[src/sv/upm_pkg.sv]
`timescale 1ns / 1ps
`default_nettype none

package upm_pkg;

  // Longest line that is examined; later characters are dropped.
  localparam int LINE_MAX = 64;

  localparam int CHAR_W = 8;
  localparam int POS_W  = 6;
  localparam int KIND_W = 2;

  localparam logic [CHAR_W-1:0] CH_OPEN  = 8'h28;
  localparam logic [CHAR_W-1:0] CH_CLOSE = 8'h29;

  typedef enum logic [KIND_W-1:0] {
    KIND_NONE  = 2'd0,
    KIND_LEFT  = 2'd1,
    KIND_RIGHT = 2'd2
  } kind_e;

  // Controller to datapath
  typedef struct packed {
    logic  accept;  // take the input request and update the line state
    logic  pop;     // drop the top of stack and fetch its position
    logic  load;    // load the output register
    kind_e kind;    // kind of the result being loaded
    logic  last;    // loaded result ends the line
    logic  clear;   // reset the line state
  } cmd_t;

  // Datapath to controller
  typedef struct packed {
    logic hit;         // incoming request is an unmatched ')'
    logic end_in;      // incoming request ends the line
    logic end_q;       // accepted request ended the line
    logic depth_zero;  // stack is empty
    logic out_free;    // output register can take a result this cycle
  } sts_t;

endpackage

`default_nettype wire

[src/sv/upm_ctrl.sv]
`timescale 1ns / 1ps
`default_nettype none

module upm_ctrl (
  input  wire             clk_i,
  input  wire             rst_ni,
  input  wire             in_valid_i,
  output logic            in_ready_o,
  input  upm_pkg::sts_t   sts_i,
  output upm_pkg::cmd_t   cmd_o
);
  import upm_pkg::*;

  localparam logic [1:0] ST_IDLE  = 2'd0;
  localparam logic [1:0] ST_RIGHT = 2'd1;
  localparam logic [1:0] ST_END   = 2'd2;
  localparam logic [1:0] ST_POP   = 2'd3;

  logic [1:0] state_q, state_d;

  // Sequence the results of one request
  always_comb begin
    state_d    = state_q;
    in_ready_o = 1'b0;
    cmd_o      = '0;
    cmd_o.kind = KIND_NONE;
    case (state_q)
      ST_IDLE: begin
        in_ready_o = 1'b1;
        if (in_valid_i) begin
          cmd_o.accept = 1'b1;
          if (sts_i.hit) begin
            state_d = ST_RIGHT;
          end else if (sts_i.end_in) begin
            state_d = ST_END;
          end
        end
      end
      ST_RIGHT: begin
        if (sts_i.out_free) begin
          cmd_o.load  = 1'b1;
          cmd_o.kind  = KIND_RIGHT;
          cmd_o.last  = sts_i.end_q && sts_i.depth_zero;
          cmd_o.clear = sts_i.end_q && sts_i.depth_zero;
          if (sts_i.end_q && !sts_i.depth_zero) begin
            state_d = ST_END;
          end else begin
            state_d = ST_IDLE;
          end
        end
      end
      ST_END: begin
        if (!sts_i.depth_zero) begin
          cmd_o.pop = 1'b1;
          state_d   = ST_POP;
        end else if (sts_i.out_free) begin
          cmd_o.load  = 1'b1;
          cmd_o.kind  = KIND_NONE;
          cmd_o.last  = 1'b1;
          cmd_o.clear = 1'b1;
          state_d     = ST_IDLE;
        end
      end
      ST_POP: begin
        if (sts_i.out_free) begin
          cmd_o.load  = 1'b1;
          cmd_o.kind  = KIND_LEFT;
          cmd_o.last  = sts_i.depth_zero;
          cmd_o.clear = sts_i.depth_zero;
          state_d     = sts_i.depth_zero ? ST_IDLE : ST_END;
        end
      end
      default: begin
        state_d = ST_IDLE;
      end
    endcase
  end

  always_ff @(posedge clk_i or negedge rst_ni) begin
    if (!rst_ni) begin
      state_q <= ST_IDLE;
    end else begin
      state_q <= state_d;
    end
  end

endmodule

`default_nettype wire

[src/sv/upm_dp.sv]
`timescale 1ns / 1ps
`default_nettype none

module upm_dp #(
  parameter int LineMax = upm_pkg::LINE_MAX
) (
  input  wire                          clk_i,
  input  wire                          rst_ni,
  input  wire  [upm_pkg::CHAR_W-1:0]   character_i,
  input  wire                          line_end_i,
  input  wire                          out_ready_i,
  input  upm_pkg::cmd_t                cmd_i,
  output upm_pkg::sts_t                sts_o,
  output logic                         out_valid_o,
  output logic [upm_pkg::POS_W-1:0]    position_o,
  output logic [upm_pkg::KIND_W-1:0]   kind_o,
  output logic                         overflow_o,
  output logic                         last_o
);
  import upm_pkg::*;

  localparam int AW = $clog2(LineMax);
  localparam int DW = $clog2(LineMax + 1);

  // Stack of open bracket positions
  logic [POS_W-1:0] stack_mem [LineMax];
  logic [POS_W-1:0] rd_q;

  logic [DW-1:0]    depth_q, depth_d;
  logic [DW-1:0]    depth_m1;
  logic [DW-1:0]    cnt_q, cnt_d;
  logic             drop_q, drop_d;
  logic             end_q;
  logic [POS_W-1:0] pos_q;
  logic [POS_W-1:0] cur_pos;
  logic             in_range;
  logic             is_open, is_close;
  logic             push;

  logic             out_valid_q, out_valid_d;
  logic [POS_W-1:0] out_pos_q;
  kind_e            out_kind_q;
  logic             out_ovf_q;
  logic             out_last_q;

  // Decode the incoming character
  assign in_range = cnt_q < DW'(LineMax);
  assign cur_pos  = POS_W'(cnt_q);
  assign is_open  = in_range && (character_i == CH_OPEN);
  assign is_close = in_range && (character_i == CH_CLOSE);
  assign depth_m1 = depth_q - DW'(1);
  assign push     = cmd_i.accept && is_open && (depth_q != DW'(LineMax));

  assign sts_o.hit        = is_close && (depth_q == '0);
  assign sts_o.end_in     = line_end_i;
  assign sts_o.end_q      = end_q;
  assign sts_o.depth_zero = (depth_q == '0);
  assign sts_o.out_free   = !out_valid_q || out_ready_i;

  // Update line state
  always_comb begin
    depth_d = depth_q;
    cnt_d   = cnt_q;
    drop_d  = drop_q;
    if (cmd_i.accept) begin
      if (in_range) begin
        cnt_d = cnt_q + DW'(1);
        if (push) begin
          depth_d = depth_q + DW'(1);
        end else if (is_close && (depth_q != '0)) begin
          depth_d = depth_m1;
        end
      end else begin
        drop_d = 1'b1;
      end
    end else if (cmd_i.pop) begin
      depth_d = depth_m1;
    end
    if (cmd_i.clear) begin
      depth_d = '0;
      cnt_d   = '0;
      drop_d  = 1'b0;
    end
  end

  always_ff @(posedge clk_i or negedge rst_ni) begin
    if (!rst_ni) begin
      depth_q <= '0;
      cnt_q   <= '0;
      drop_q  <= 1'b0;
      end_q   <= 1'b0;
    end else begin
      depth_q <= depth_d;
      cnt_q   <= cnt_d;
      drop_q  <= drop_d;
      if (cmd_i.accept) begin
        end_q <= line_end_i;
      end
    end
  end

  // Hold the position of each accepted request, used for an unmatched ')'
  always_ff @(posedge clk_i) begin
    if (cmd_i.accept) begin
      pos_q <= cur_pos;
    end
  end

  // Write on push, read the top on pop
  always_ff @(posedge clk_i) begin
    if (push) begin
      stack_mem[depth_q[AW-1:0]] <= cur_pos;
    end
    if (cmd_i.pop) begin
      rd_q <= stack_mem[depth_m1[AW-1:0]];
    end
  end

  // Output register
  always_comb begin
    out_valid_d = out_valid_q;
    if (cmd_i.load) begin
      out_valid_d = 1'b1;
    end else if (out_ready_i) begin
      out_valid_d = 1'b0;
    end
  end

  always_ff @(posedge clk_i or negedge rst_ni) begin
    if (!rst_ni) begin
      out_valid_q <= 1'b0;
    end else begin
      out_valid_q <= out_valid_d;
    end
  end

  always_ff @(posedge clk_i) begin
    if (cmd_i.load) begin
      case (cmd_i.kind)
        KIND_RIGHT: out_pos_q <= pos_q;
        KIND_LEFT:  out_pos_q <= rd_q;
        default:    out_pos_q <= '0;
      endcase
      out_kind_q <= cmd_i.kind;
      out_ovf_q  <= drop_q;
      out_last_q <= cmd_i.last;
    end
  end

  assign out_valid_o = out_valid_q;
  assign position_o  = out_pos_q;
  assign kind_o      = out_kind_q;
  assign overflow_o  = out_ovf_q;
  assign last_o      = out_last_q;

endmodule

`default_nettype wire

[src/sv/unmatched_paren_marker_unit.sv]
`timescale 1ns / 1ps
`default_nettype none

// Channel  Direction  Signals                          Content
// in       input      in_valid_i / in_ready_o          character_i, line_end_i
// out      output     out_valid_o / out_ready_i        position_o, kind_o, overflow_o, last_o
//
// A character that produces no result is taken back to back.
// An unmatched ')' adds a state that loads its result; at line end each open
// '(' left on the stack costs a pop plus the registered stack-memory read,
// a clean line end a single load, all stretched by output stalls.
// Reset is asynchronous, active low; the stack memory needs no clearing.
// A new request is taken while the last result still waits in the output
// register.
module unmatched_paren_marker_unit #(
  parameter int LineMax = upm_pkg::LINE_MAX
) (
  input  wire                         clk_i,
  input  wire                         rst_ni,
  input  wire                         in_valid_i,
  output logic                        in_ready_o,
  input  wire  [upm_pkg::CHAR_W-1:0]  character_i,
  input  wire                         line_end_i,
  output logic                        out_valid_o,
  input  wire                         out_ready_i,
  output logic [upm_pkg::POS_W-1:0]   position_o,
  output logic [upm_pkg::KIND_W-1:0]  kind_o,
  output logic                        overflow_o,
  output logic                        last_o
);
  import upm_pkg::*;

  cmd_t cmd;
  sts_t sts;

  upm_ctrl u_ctrl (
    .clk_i      (clk_i),
    .rst_ni     (rst_ni),
    .in_valid_i (in_valid_i),
    .in_ready_o (in_ready_o),
    .sts_i      (sts),
    .cmd_o      (cmd)
  );

  upm_dp #(
    .LineMax (LineMax)
  ) u_dp (
    .clk_i       (clk_i),
    .rst_ni      (rst_ni),
    .character_i (character_i),
    .line_end_i  (line_end_i),
    .out_ready_i (out_ready_i),
    .cmd_i       (cmd),
    .sts_o       (sts),
    .out_valid_o (out_valid_o),
    .position_o  (position_o),
    .kind_o      (kind_o),
    .overflow_o  (overflow_o),
    .last_o      (last_o)
  );

  // A line end always yields a result, so the block goes busy
  a_end_busy: assert property (@(posedge clk_i) disable iff (!rst_ni)
    in_valid_i && in_ready_o && line_end_i |=> !in_ready_o)
    else $error("line end accepted without entering the flush");

  // A none result closes the line at position zero
  a_none_last: assert property (@(posedge clk_i) disable iff (!rst_ni)
    out_valid_o && (kind_o == KIND_NONE) |-> last_o && (position_o == '0))
    else $error("none result without last flag or with nonzero position");

  // Popping only happens with something on the stack
  a_pop_nonempty: assert property (@(posedge clk_i) disable iff (!rst_ni)
    cmd.pop |-> !sts.depth_zero && !cmd.accept)
    else $error("pop issued on an empty stack");

endmodule

`default_nettype wire

[config.mk]
export PLATFORM = sky130hd
export DESIGN_NAME = unmatched_paren_marker_unit
export DESIGN_NICKNAME = d
export VERILOG_FILES = /design/src/sv/upm_pkg.sv /design/src/sv/upm_ctrl.sv /design/src/sv/upm_dp.sv /design/src/sv/unmatched_paren_marker_unit.sv
export SDC_FILE = /design/constraint.sdc
export NUM_CORES = 1
export LEC_CHECK = 0
export BUFFER_PORTS_ARGS = -buffer_cell sky130_fd_sc_hd__buf_2
export CAP_MARGIN = 15
export CORE_UTILIZATION = 56
export DETAILED_ROUTE_END_ITERATION = 8
export MAX_ROUTING_LAYER = met4
export PLACE_DENSITY = 0.75
export SETUP_SLACK_MARGIN = 0.15
export SYNTH_ARGS = -nofsm -noshare
export SYNTH_HDL_FRONTEND = slang
export SYNTH_SLANG_ARGS = --single-unit
[constraint.sdc]
create_clock -name clk_i -period 3.39 [get_ports clk_i]
set_input_delay 0.678 -clock clk_i [delete_from_list [all_inputs] [get_ports clk_i]]
set_output_delay 0.678 -clock clk_i [all_outputs]
set_load 0.02 [all_outputs]
==> results of run 1 <==
==> stage by stage <==
stage,TNS (ns),cells,utilization [%],instance area [um2]
global route,0,1459,66.1,19700
finish,0,1459,66.1,19700
floorplan,-3.14,919,-,17300
detailed placement,0,1385,61.8,18500
CTS,0,1459,66.0,19700
global placement,0,1385,61.8,18500
==> critical path, stage by stage (launching register included) <==
cell and delay (ns):
dfrtp_4 0.45, inv_1 0.09, ha_2 0.61, buf_4 0.33, mux4_2 0.35, mux2i_1 0.31
o21ai_0 0.23, o2111ai_1 0.19, a21o_1 0.15, o221ai_1 0.12
==> final cells by class <==
cell class	instances	area (um2)
sequential	425	12700
fill	1874	10100
multi-input combinational	435	4350
clock buffer	47	1050
timing repair buffer	123	905
tap	390	488
clock inverter	27	223
inverter	12	45.0
==> routing by layer <==
metal	global-route usage, %	up-vias
met2	38.4	481
met5	-	-
met4	9.05	0
met1	36.8	4712
li1	-	3978
met3	3.74	92
==> kinds of logic (layout without fill, tap and decap cells) <==
kind of cell             Yosys count  in the layout  synth area share, %
flip-flops                       425            425                 73.8
AND/OR/NAND/NOR                  201            201                 5.55
multiplexers                     133            133                 14.7
AO/OA/AOI/OAI                     86             86                 3.52
buffers and inverters             59            209                 1.62
XOR/XNOR                          10             10                0.510
adder cells (fa/ha/maj)            5              5                0.364
==> power groups by stage <==
stage | logic [mW] | clock network (mW) | registers (mW)
6_report | 6.23 | 4.32 | 6.65
4_1_cts | 6.18 | 4.37 | 6.65
2_1_floorplan | 4.01 | 0 | 6.77
5_1_grt | 6.58 | 4.56 | 6.68
3_3_place_gp | 6.08 | 0 | 6.74
3_5_place_dp | 6.14 | 0 | 6.76
==> registers in the layout (all words and copies together), names as in the netlist <==
name,cells
u_dp.stack_mem,384
u_dp.cnt_q,7
u_dp.depth_q,7
u_dp.pos_q,6
u_dp.position_o,6
u_dp.rd_q,6
u_ctrl.state_q,2
u_dp.kind_o,2
u_dp.drop_q,1
u_dp.end_q,1
u_dp.last_o,1
u_dp.out_valid_o,1
u_dp.overflow_o,1
==> path summary, 6_finish.rpt <==
check	end	slack (ns)	depth (start not counted)	startpoint
max	u_dp.rd_q[5]$_DFFE_PP_	0.27	9	u_dp.depth_q[0]$_DFFE_PN0P_
min	u_dp.end_q$_DFFE_PN0N_	0.08	1	rst_ni
max reg2reg	u_dp.rd_q[5]$_DFFE_PP_	0.27	9	u_dp.depth_q[0]$_DFFE_PN0P_
min reg2reg	u_dp.overflow_o$_DFFE_PP_	0.45	0	u_dp.drop_q$_DFFE_PN0P_
max in group asynchronous	u_dp.depth_q[0]$_DFFE_PN0P_	2.93	1	rst_ni
min in group clk_i	u_dp.end_q$_DFFE_PN0N_	0.39	2	line_end_i
==> cell usage in the layout (no fill, tap or decap), types with 15 or more instances in the layout <==
cell type    n
edfxtp_1   406
buf_4       95
mux4_2      94
nor2_1      64
nand2_1     51
clkbuf_16   41
mux2i_1     31
o21ai_0     24
buf_2       24
nand3_1     17
clkinv_1    15
==> what timing repair did <==
item	in CTS	in global routing
hold buffers	0	0
resized for setup	0	1
hold endpoints to repair	0	0
setup endpoints to repair	0	2
==> flow_metrics.env, run 1 <==
export IMPL_yosysSeqAreaShare_pct=73.8
export IMPL_crit_arrival_ns=3.37
export IMPL_async_flop_share_pct=4.47
export IMPL_intPower_mw=11.3
export IMPL_ant_nets=0
export IMPL_place_congestion=1.00
export IMPL_ir_worst_vdd_mv=0.564
export IMPL_clock_sinks=425
export IMPL_post_drt_wl_per_cell_um=25.7
export IMPL_dp_hpwl_um=24300
export IMPL_antenna_found_initial=0
export IMPL_grtUsageTotal_pct=25.8
export IMPL_yosys_warnings=0
export IMPL_clkTransAtPathRegs_ns=0.06
export IMPL_finalCritPeriodShare_pct=91.9
export IMPL_htree_levels=2
export IMPL_post_cts_repair_setup_buffers=0
export IMPL_comb_power_share_pct=36.2
export IMPL_io_buffers=24
export IMPL_maxCapViolCount=0
export IMPL_drt_iter0_markers=1235
export IMPL_status="complete, no violations"
export IMPL_finalSetupViolations=0
export IMPL_nNetsFinal=1056
export IMPL_cts_root_buffer="clkbuf_16"
export IMPL_synth_commonest_cells="edfxtp_1, mux4_2, nor2_1"
export IMPL_syn_cell_area_um2=17200
export IMPL_io_pins=25
export IMPL_slew_headroom_pct=47.0
export IMPL_hold_viol_final=0
export IMPL_power_frac_seq_pct=38.7
export IMPL_grt_pass1_wl_um=57200
export IMPL_synth_top_area_share_pct=71.0
export IMPL_synth_edf_count=406
export IMPL_area_delta_synth_final_pct=14.9
export IMPL_vias=9263
export IMPL_vias_per_cell=6.35
export IMPL_cts_buffer_depth=3
export IMPL_met2_length_um=17700
export IMPL_path_max_fanout=14
export IMPL_die_area_um2=31400
export IMPL_wl_met3_um=2770
export IMPL_cts_tree="done"
export IMPL_worstSetupPathType="reg2reg"
export IMPL_post_route_min_period_ns=3.12
export IMPL_synthTopCellsByArea="edfxtp_1, mux4_2, dfrtp_1"
export IMPL_drive_gt1_share_pct=29.6
export IMPL_clkPwrFrac_pct=25.1
export IMPL_initial_core_util_pct=57.5
export IMPL_switchingPower_mw=5.88
export IMPL_die_y_um=177
export IMPL_avgSynthCellArea_um2=18.7
export IMPL_required_ns=3.64
export IMPL_ys_seq_elements=425
export IMPL_grt_max_degree=61
export IMPL_dpl_worst_slack_ns=0.119
export IMPL_yosysMostFrequentCell="edfxtp_1"
export IMPL_whs_ns=0.0847
export IMPL_core_area_um2=29900
export IMPL_dr_pass1_iters=5
export IMPL_clock_latency_ns=0.55
export IMPL_finalClockSkew_ns=0.0195
export IMPL_rows=63
export IMPL_p_leak_nw=6.87
export IMPL_die_w_um=177
export IMPL_rsz0062_at_grt="false"
export IMPL_highest_layer="met4"
export IMPL_fmax_ghz=0.321
export IMPL_grt_pass1_vias=9099
export IMPL_power_density_nw_per_um2=871
export IMPL_wl_met1_um=15700
export IMPL_start_kind="register"
export IMPL_overflow=0
export IMPL_power_mw=17.2
export IMPL_syn_inst=919
export IMPL_worst_slew_pin_transition_ns=0.789
export IMPL_syn_num_nets=937
export IMPL_finalWorstSetupSlack_ns=0.275
export IMPL_synth_top_area_cell="edfxtp_1"
export IMPL_swShare_pct=34.2
export IMPL_diodes=0
export IMPL_synthFlopType="edfxtp_1"
export IMPL_wirelength_um=37500
export IMPL_cts_made_buffers=41
export IMPL_critPathCaptureType="register"
export IMPL_drv_slew=0
export IMPL_yosysUniqueCellTypes=62
export IMPL_drc=0
export IMPL_hold_class="in2async"
Power figures use the tool's default switching activity.
==> run 2, diff against run 1 <==
--- a/config.mk
+++ b/config.mk
@@ -14,2 +14,3 @@
 export SETUP_SLACK_MARGIN = 0.15
+export SLEW_MARGIN = 30
 export SYNTH_ARGS = -nofsm -noshare
==> constraint.sdc (replaced) <==
create_clock -name clk_i -period 3.39 [get_ports clk_i]
set_input_delay 0.8475 -clock clk_i [delete_from_list [all_inputs] [get_ports clk_i]]
set_output_delay 0.8475 -clock clk_i [all_outputs]
set_load 0.02 [all_outputs]
==> flow_metrics.env, run 2 (synthesized netlist as in run 1, its figures left out) <==
export IMPL_status="complete, no violations"
export IMPL_io_pins=25
export IMPL_start_kind="register"
export IMPL_r2r_setup_slack_ns=0.28
export IMPL_cts_made_buffers=40
export IMPL_cts_tree="done"
export IMPL_fmax_ghz=0.321
export IMPL_crit_path_start="u_dp.depth_q[0]$_DFFE_PN0P_"
export IMPL_whs_ns=0.252
export IMPL_critPathCaptureType="register"
export IMPL_initial_core_util_pct=57.5
export IMPL_io_buffers=24
export IMPL_hold_viol_final=0
export IMPL_clkTransAtPathRegs_ns=0.06
export IMPL_crit_arrival_ns=3.34
export IMPL_hold_class="in2async"
export IMPL_drive_gt1_share_pct=31.1
export IMPL_drc=0
export IMPL_grt_pass1_wl_um=57100
export IMPL_multi_input_area_um2=4350
export IMPL_grtUsageTotal_pct=25.8
export IMPL_finalSetupViolations=0
export IMPL_n_fill_cell=1821
export IMPL_dp_hpwl_um=23800
export IMPL_rsz0062_at_grt="false"
export IMPL_ant_nets=0
export IMPL_die_y_um=177
export IMPL_maxCapViolCount=0
export IMPL_hold_buffers=0
export IMPL_power_density_nw_per_um2=886
export IMPL_final_cell_mix="edfxtp_1, buf_4, mux4_2, nor2_1, nand2_1"
export IMPL_worstSetupPathType="reg2reg"
export IMPL_path_max_fanout=19
export IMPL_power_mw=17.7
export IMPL_htree_levels=2
export IMPL_grt_max_degree=66
export IMPL_vias=9378
export IMPL_nNetsFinal=1066
export IMPL_required_ns=3.62
export IMPL_post_route_min_period_ns=3.11
export IMPL_drv_slew=0
export IMPL_area_delta_synth_final_pct=16.1
export IMPL_r2r_end="u_dp.rd_q[3]$_DFFE_PP_"
export IMPL_endpoint="u_dp.rd_q[3]$_DFFE_PP_"
export IMPL_grt_pass1_vias=9232
export IMPL_antenna_found_initial=0
export IMPL_slew_headroom_pct=36.5
export IMPL_cts_root_buffer="clkbuf_16"
export IMPL_r2r_start="u_dp.depth_q[0]$_DFFE_PN0P_"
export IMPL_largest_reg_flops=384
export IMPL_wirelength_um=38000
export IMPL_reg2reg_depth=8
export IMPL_dr_pass1_iters=5
export IMPL_vias_per_cell=6.39
export IMPL_ir_worst_vdd_mv=0.612
export IMPL_rows=63
export IMPL_die_area_um2=31400
export IMPL_regArea_um2=12700
export IMPL_die_w_um=177
export IMPL_core_area_um2=29900
export IMPL_finalClockSkew_ns=0.0209
export IMPL_final_common_cell="edfxtp_1"
export IMPL_clock_latency_ns=0.54
export IMPL_p_leak_nw=6.98
export IMPL_finalCritPeriodShare_pct=91.8
export IMPL_diodes=0
export IMPL_overflow=0
export IMPL_clock_sinks=425
export IMPL_worst_slew_pin_transition_ns=0.950
export IMPL_place_congestion=1.01
export IMPL_drt_iter0_markers=1056
export IMPL_cts_buffer_depth=3
export IMPL_post_drt_wl_per_cell_um=25.9
-- run 2: repair_timing --
action | CTS | global route
setup endpoints to repair | 0 | 1
resized for setup | 0 | 1
buffers inserted | 0 | 3
-- run 2: where the power goes --
part | internal, mW | switching [mW] | total [mW]
sequential | 6.32 | 0.275 | 6.60
clock | 2.76 | 1.90 | 4.67
combinational | 2.58 | 3.81 | 6.39
total | 11.7 | 5.99 | 17.7
-- run 2: critical path, stage by stage (launching register included) --
cell and delay, ns:
dfrtp_4 0.40, buf_4 0.32, buf_4 0.37, mux4_2 0.58
mux2i_1 0.31, o21ai_0 0.23, o2111ai_1 0.24, a21o_1 0.18
o221ai_1 0.14
-- run 2: worst min path at each step --
stage	startpoint	endpoint	slack, ns	depth (start not counted)
after floorplan	u_dp.drop_q$_DFFE_PN0P_	u_dp.overflow_o$_DFFE_PP_	0.43	0
after global placement	u_dp.drop_q$_DFFE_PN0P_	u_dp.overflow_o$_DFFE_PP_	0.44	0
after detailed placement	u_dp.drop_q$_DFFE_PN0P_	u_dp.overflow_o$_DFFE_PP_	0.45	0
after CTS	rst_ni	u_dp.depth_q[4]$_DFFE_PN0P_	0.25	1
after global routing	rst_ni	u_dp.depth_q[3]$_DFFE_PN0P_	0.28	1
final	rst_ni	u_dp.depth_q[4]$_DFFE_PN0P_	0.25	1
-- run 2: final cells by class --
class                           count  area share [%]
Inverter                           12           0.226
Multi-Input combinational cell    435            21.8
Sequential cell                   425            63.6
Clock buffer                       44            5.20
Clock inverter                     28            1.70
Timing Repair Buffer              134            5.00
Tap cell                          390            2.45
-- run 2: routing by layer --
layer  global-route usage (%)  part of all wire [%]  vias to the layer above
li1                         -                     -                     3992
met1                     35.7                    41                     4797
met2                     39.1                    48                      510
met3                     3.95                   7.7                       79
met4                     9.34                   3.4                        0
met5                        -                     0                        -
-- run 2: through the flow --
step           std cells  util, %  instance area [um2]  setup TNS, ns  worst slack [ns]
2_1_floorplan        919        -                17300          -3.14           -0.0899
5_1_grt             1468     66.7                19900              0             0.175
3_5_place_dp        1393     62.0                18500              0            0.0785
3_3_place_gp        1393     62.0                18500              0             0.107
6_report            1468     66.7                19900              0             0.279
4_1_cts             1465     66.6                19900              0             0.169
==> run 3, diff against run 2 <==
--- a/config.mk
+++ b/config.mk
@@ -8,7 +8,7 @@
 export BUFFER_PORTS_ARGS = -buffer_cell sky130_fd_sc_hd__buf_2
-export CAP_MARGIN = 15
-export CORE_UTILIZATION = 56
+export CORE_UTILIZATION = 59
+export CTS_BUF_LIST = sky130_fd_sc_hd__clkbuf_8
 export DETAILED_ROUTE_END_ITERATION = 8
 export MAX_ROUTING_LAYER = met4
-export PLACE_DENSITY = 0.75
+export PLACE_DENSITY = 0.78
 export SETUP_SLACK_MARGIN = 0.15
==> constraint.sdc (replaced) <==
create_clock -name clk_i -period 3.39 [get_ports clk_i]
set_input_delay 0.339 -clock clk_i [delete_from_list [all_inputs] [get_ports clk_i]]
set_output_delay 0.339 -clock clk_i [all_outputs]
set_load 0.02 [all_outputs]
==> flow_metrics.env, run 3 (synthesized netlist as in run 1, its figures left out) <==
export IMPL_dpl_cell_area_um2=18200
export IMPL_clkTransAtPathRegs_ns=0.06
export IMPL_r2r_start="u_ctrl.state_q[1]$_DFFE_PN0P_"
export IMPL_worst_slew_pin_transition_ns=0.902
export IMPL_final_common_cell="edfxtp_1"
export IMPL_reg2reg_depth=5
export IMPL_cts_tree="done"
export IMPL_crit_chain="nor4b_4 -> nand4_2 -> a311o_1 -> or3_1 -> nor2_1"
export IMPL_die_area_um2=29800
export IMPL_highest_layer="met4"
export IMPL_required_ns=3.61
export IMPL_vias_per_cell=6.23
export IMPL_max_stage_delay_ns=0.62
export IMPL_rsz0062_at_grt="true"
export IMPL_largest_reg_flops=384
export IMPL_drive_gt1_share_pct=28.9
export IMPL_wirelength_um=35700
export IMPL_post_drt_wl_per_cell_um=24.3
export IMPL_io_buffers=24
export IMPL_overflow=0
export IMPL_grt_max_degree=71
export IMPL_htree_levels=3
export IMPL_clock_latency_ns=0.60
export IMPL_drt_iter0_markers=1074
export IMPL_die_y_um=173
export IMPL_diodes=0
export IMPL_grtUsageTotal_pct=25.4
export IMPL_drv_slew=0
export IMPL_cts_buffer_depth=3
export IMPL_wl_met1_um=14900
export IMPL_grt_pass1_vias=9285
export IMPL_finalWorstSetupSlack_ns=0.274
export IMPL_path_max_fanout=16
export IMPL_worstSetupPathDepth=5
export IMPL_fmax_ghz=0.321
export IMPL_area_delta_synth_final_pct=13.2
export IMPL_place_congestion=0.936
export IMPL_finalClockSkew_ns=0.0377
export IMPL_core_area_um2=28700
export IMPL_power_mw=16.5
export IMPL_cts_root_buffer="clkbuf_8"
export IMPL_dpl_worst_slack_ns=0.178
export IMPL_hold_class="in2reg"
export IMPL_cp_slowest_cell="a311o_1"
export IMPL_die_w_um=173
export IMPL_crit_arrival_ns=3.34
export IMPL_dr_pass1_iters=7
export IMPL_status="complete, no violations"
export IMPL_post_route_min_period_ns=3.12
export IMPL_post_route_util_pct=67.7
export IMPL_slew_headroom_pct=39.5
export IMPL_ant_nets=0
export IMPL_p_leak_nw=6.80
export IMPL_maxCapViolCount=0
export IMPL_clock_sinks=425
export IMPL_ir_worst_vdd_mv=0.671
export IMPL_crit_path_start="u_ctrl.state_q[1]$_DFFE_PN0P_"
export IMPL_met2_length_um=17400
export IMPL_hold_viol_final=0
export IMPL_r2r_end="u_dp.stack_mem[45][1]$_DFFE_PP_"
export IMPL_final_setup_tns_ns=0
export IMPL_io_pins=25
export IMPL_n_fill_cell=1839
export IMPL_critPathCaptureType="register"
export IMPL_cts_made_buffers=66
export IMPL_dp_hpwl_um=22400
export IMPL_worstSetupPathType="reg2reg"
export IMPL_initial_core_util_pct=59.8
export IMPL_final_area_um2=19400
export IMPL_drc=0
export IMPL_vias=9147
export IMPL_path_buf_inv=0
export IMPL_antenna_found_initial=0
export IMPL_endpoint="u_dp.stack_mem[45][1]$_DFFE_PP_"
export IMPL_rows=62
export IMPL_r2r_setup_slack_ns=0.27
export IMPL_finalSetupViolations=0
export IMPL_final_cell_mix="edfxtp_1, mux4_2, buf_4, clkbuf_8, nor2_1"
export IMPL_finalCritPeriodShare_pct=91.9
export IMPL_wl_met3_um=2450
export IMPL_grt_pass1_wl_um=54700
export IMPL_power_density_nw_per_um2=851
export IMPL_start_kind="register"
export IMPL_path_delay_family="simple AND/OR/NAND/NOR gates"
export IMPL_nNetsFinal=1056
[run 3: changes by cell type in the layout (fill, tap and decap cells not counted), sizes merged]
cell,before,now
buf,134,96
bufinv,7,0
clkbuf,44,67
clkinv,15,19
clkinvlp,4,2
dlygate4sd3,0,2
inv,14,39
[run 3: area by class of cell]
class	instances	area, um2	share of cell area, %
Inverter	12	48.8	0.251
Sequential cell	425	12700	65.2
Tap cell	384	480	2.47
Clock inverter	48	229	1.18
Multi-Input combinational cell	435	4360	22.4
Clock buffer	67	922	4.74
Timing Repair Buffer	98	718	3.69
[run 3: how the worst min path moves through the flow]
stage / startpoint / endpoint / depth (start not counted)
floorplan: rst_ni / u_ctrl.state_q[0]$_DFFE_PN0P_ / 0
global placement: rst_ni / u_dp.out_valid_o$_DFFE_PN0P_ / 1
detailed placement: rst_ni / u_dp.drop_q$_DFFE_PN0P_ / 1
CTS: out_ready_i / u_dp.out_valid_o$_DFFE_PN0P_ / 3
global route: character_i[0] / u_dp.depth_q[6]$_DFFE_PN0P_ / 3
finish: in_valid_i / u_ctrl.state_q[1]$_DFFE_PN0P_ / 4
[run 3: report_power, final]
part / switching [mW] / internal [mW]
clock: 1.93 / 1.86
combinational: 3.67 / 2.49
sequential: 0.267 / 6.33
[run 3: worst min-delay path, stage by stage]
cell	delay, ns
buf_2	0.11
nand2_1	0.06
o21a_1	0.11
o32ai_1	0.08
[run 3: metrics by stage]
stage	cells	hold slack [ns]
after floorplan	919	0.0434
after global placement	1350	0.307
after detailed placement	1350	0.310
after CTS	1467	0.131
after global routing	1469	0.158
final	1469	0.164
[run 3: repair_timing]
| action | CTS | global route |
|---|---|---|
| endpoints found under the setup margin | 0 | 97 |
| resized for setup | 0 | 4 |
| hold buffers | 2 | 0 |
| buffers inserted | 0 | 2 |
| endpoints found under the hold margin | 20 | 0 |
[run 3: routing by layer]
layer  track usage (%)  vias up
met3              4.71       72
met2              38.9      414
li1                  -     3974
met4              8.41        0
met5                 -        -
met1              35.1     4687
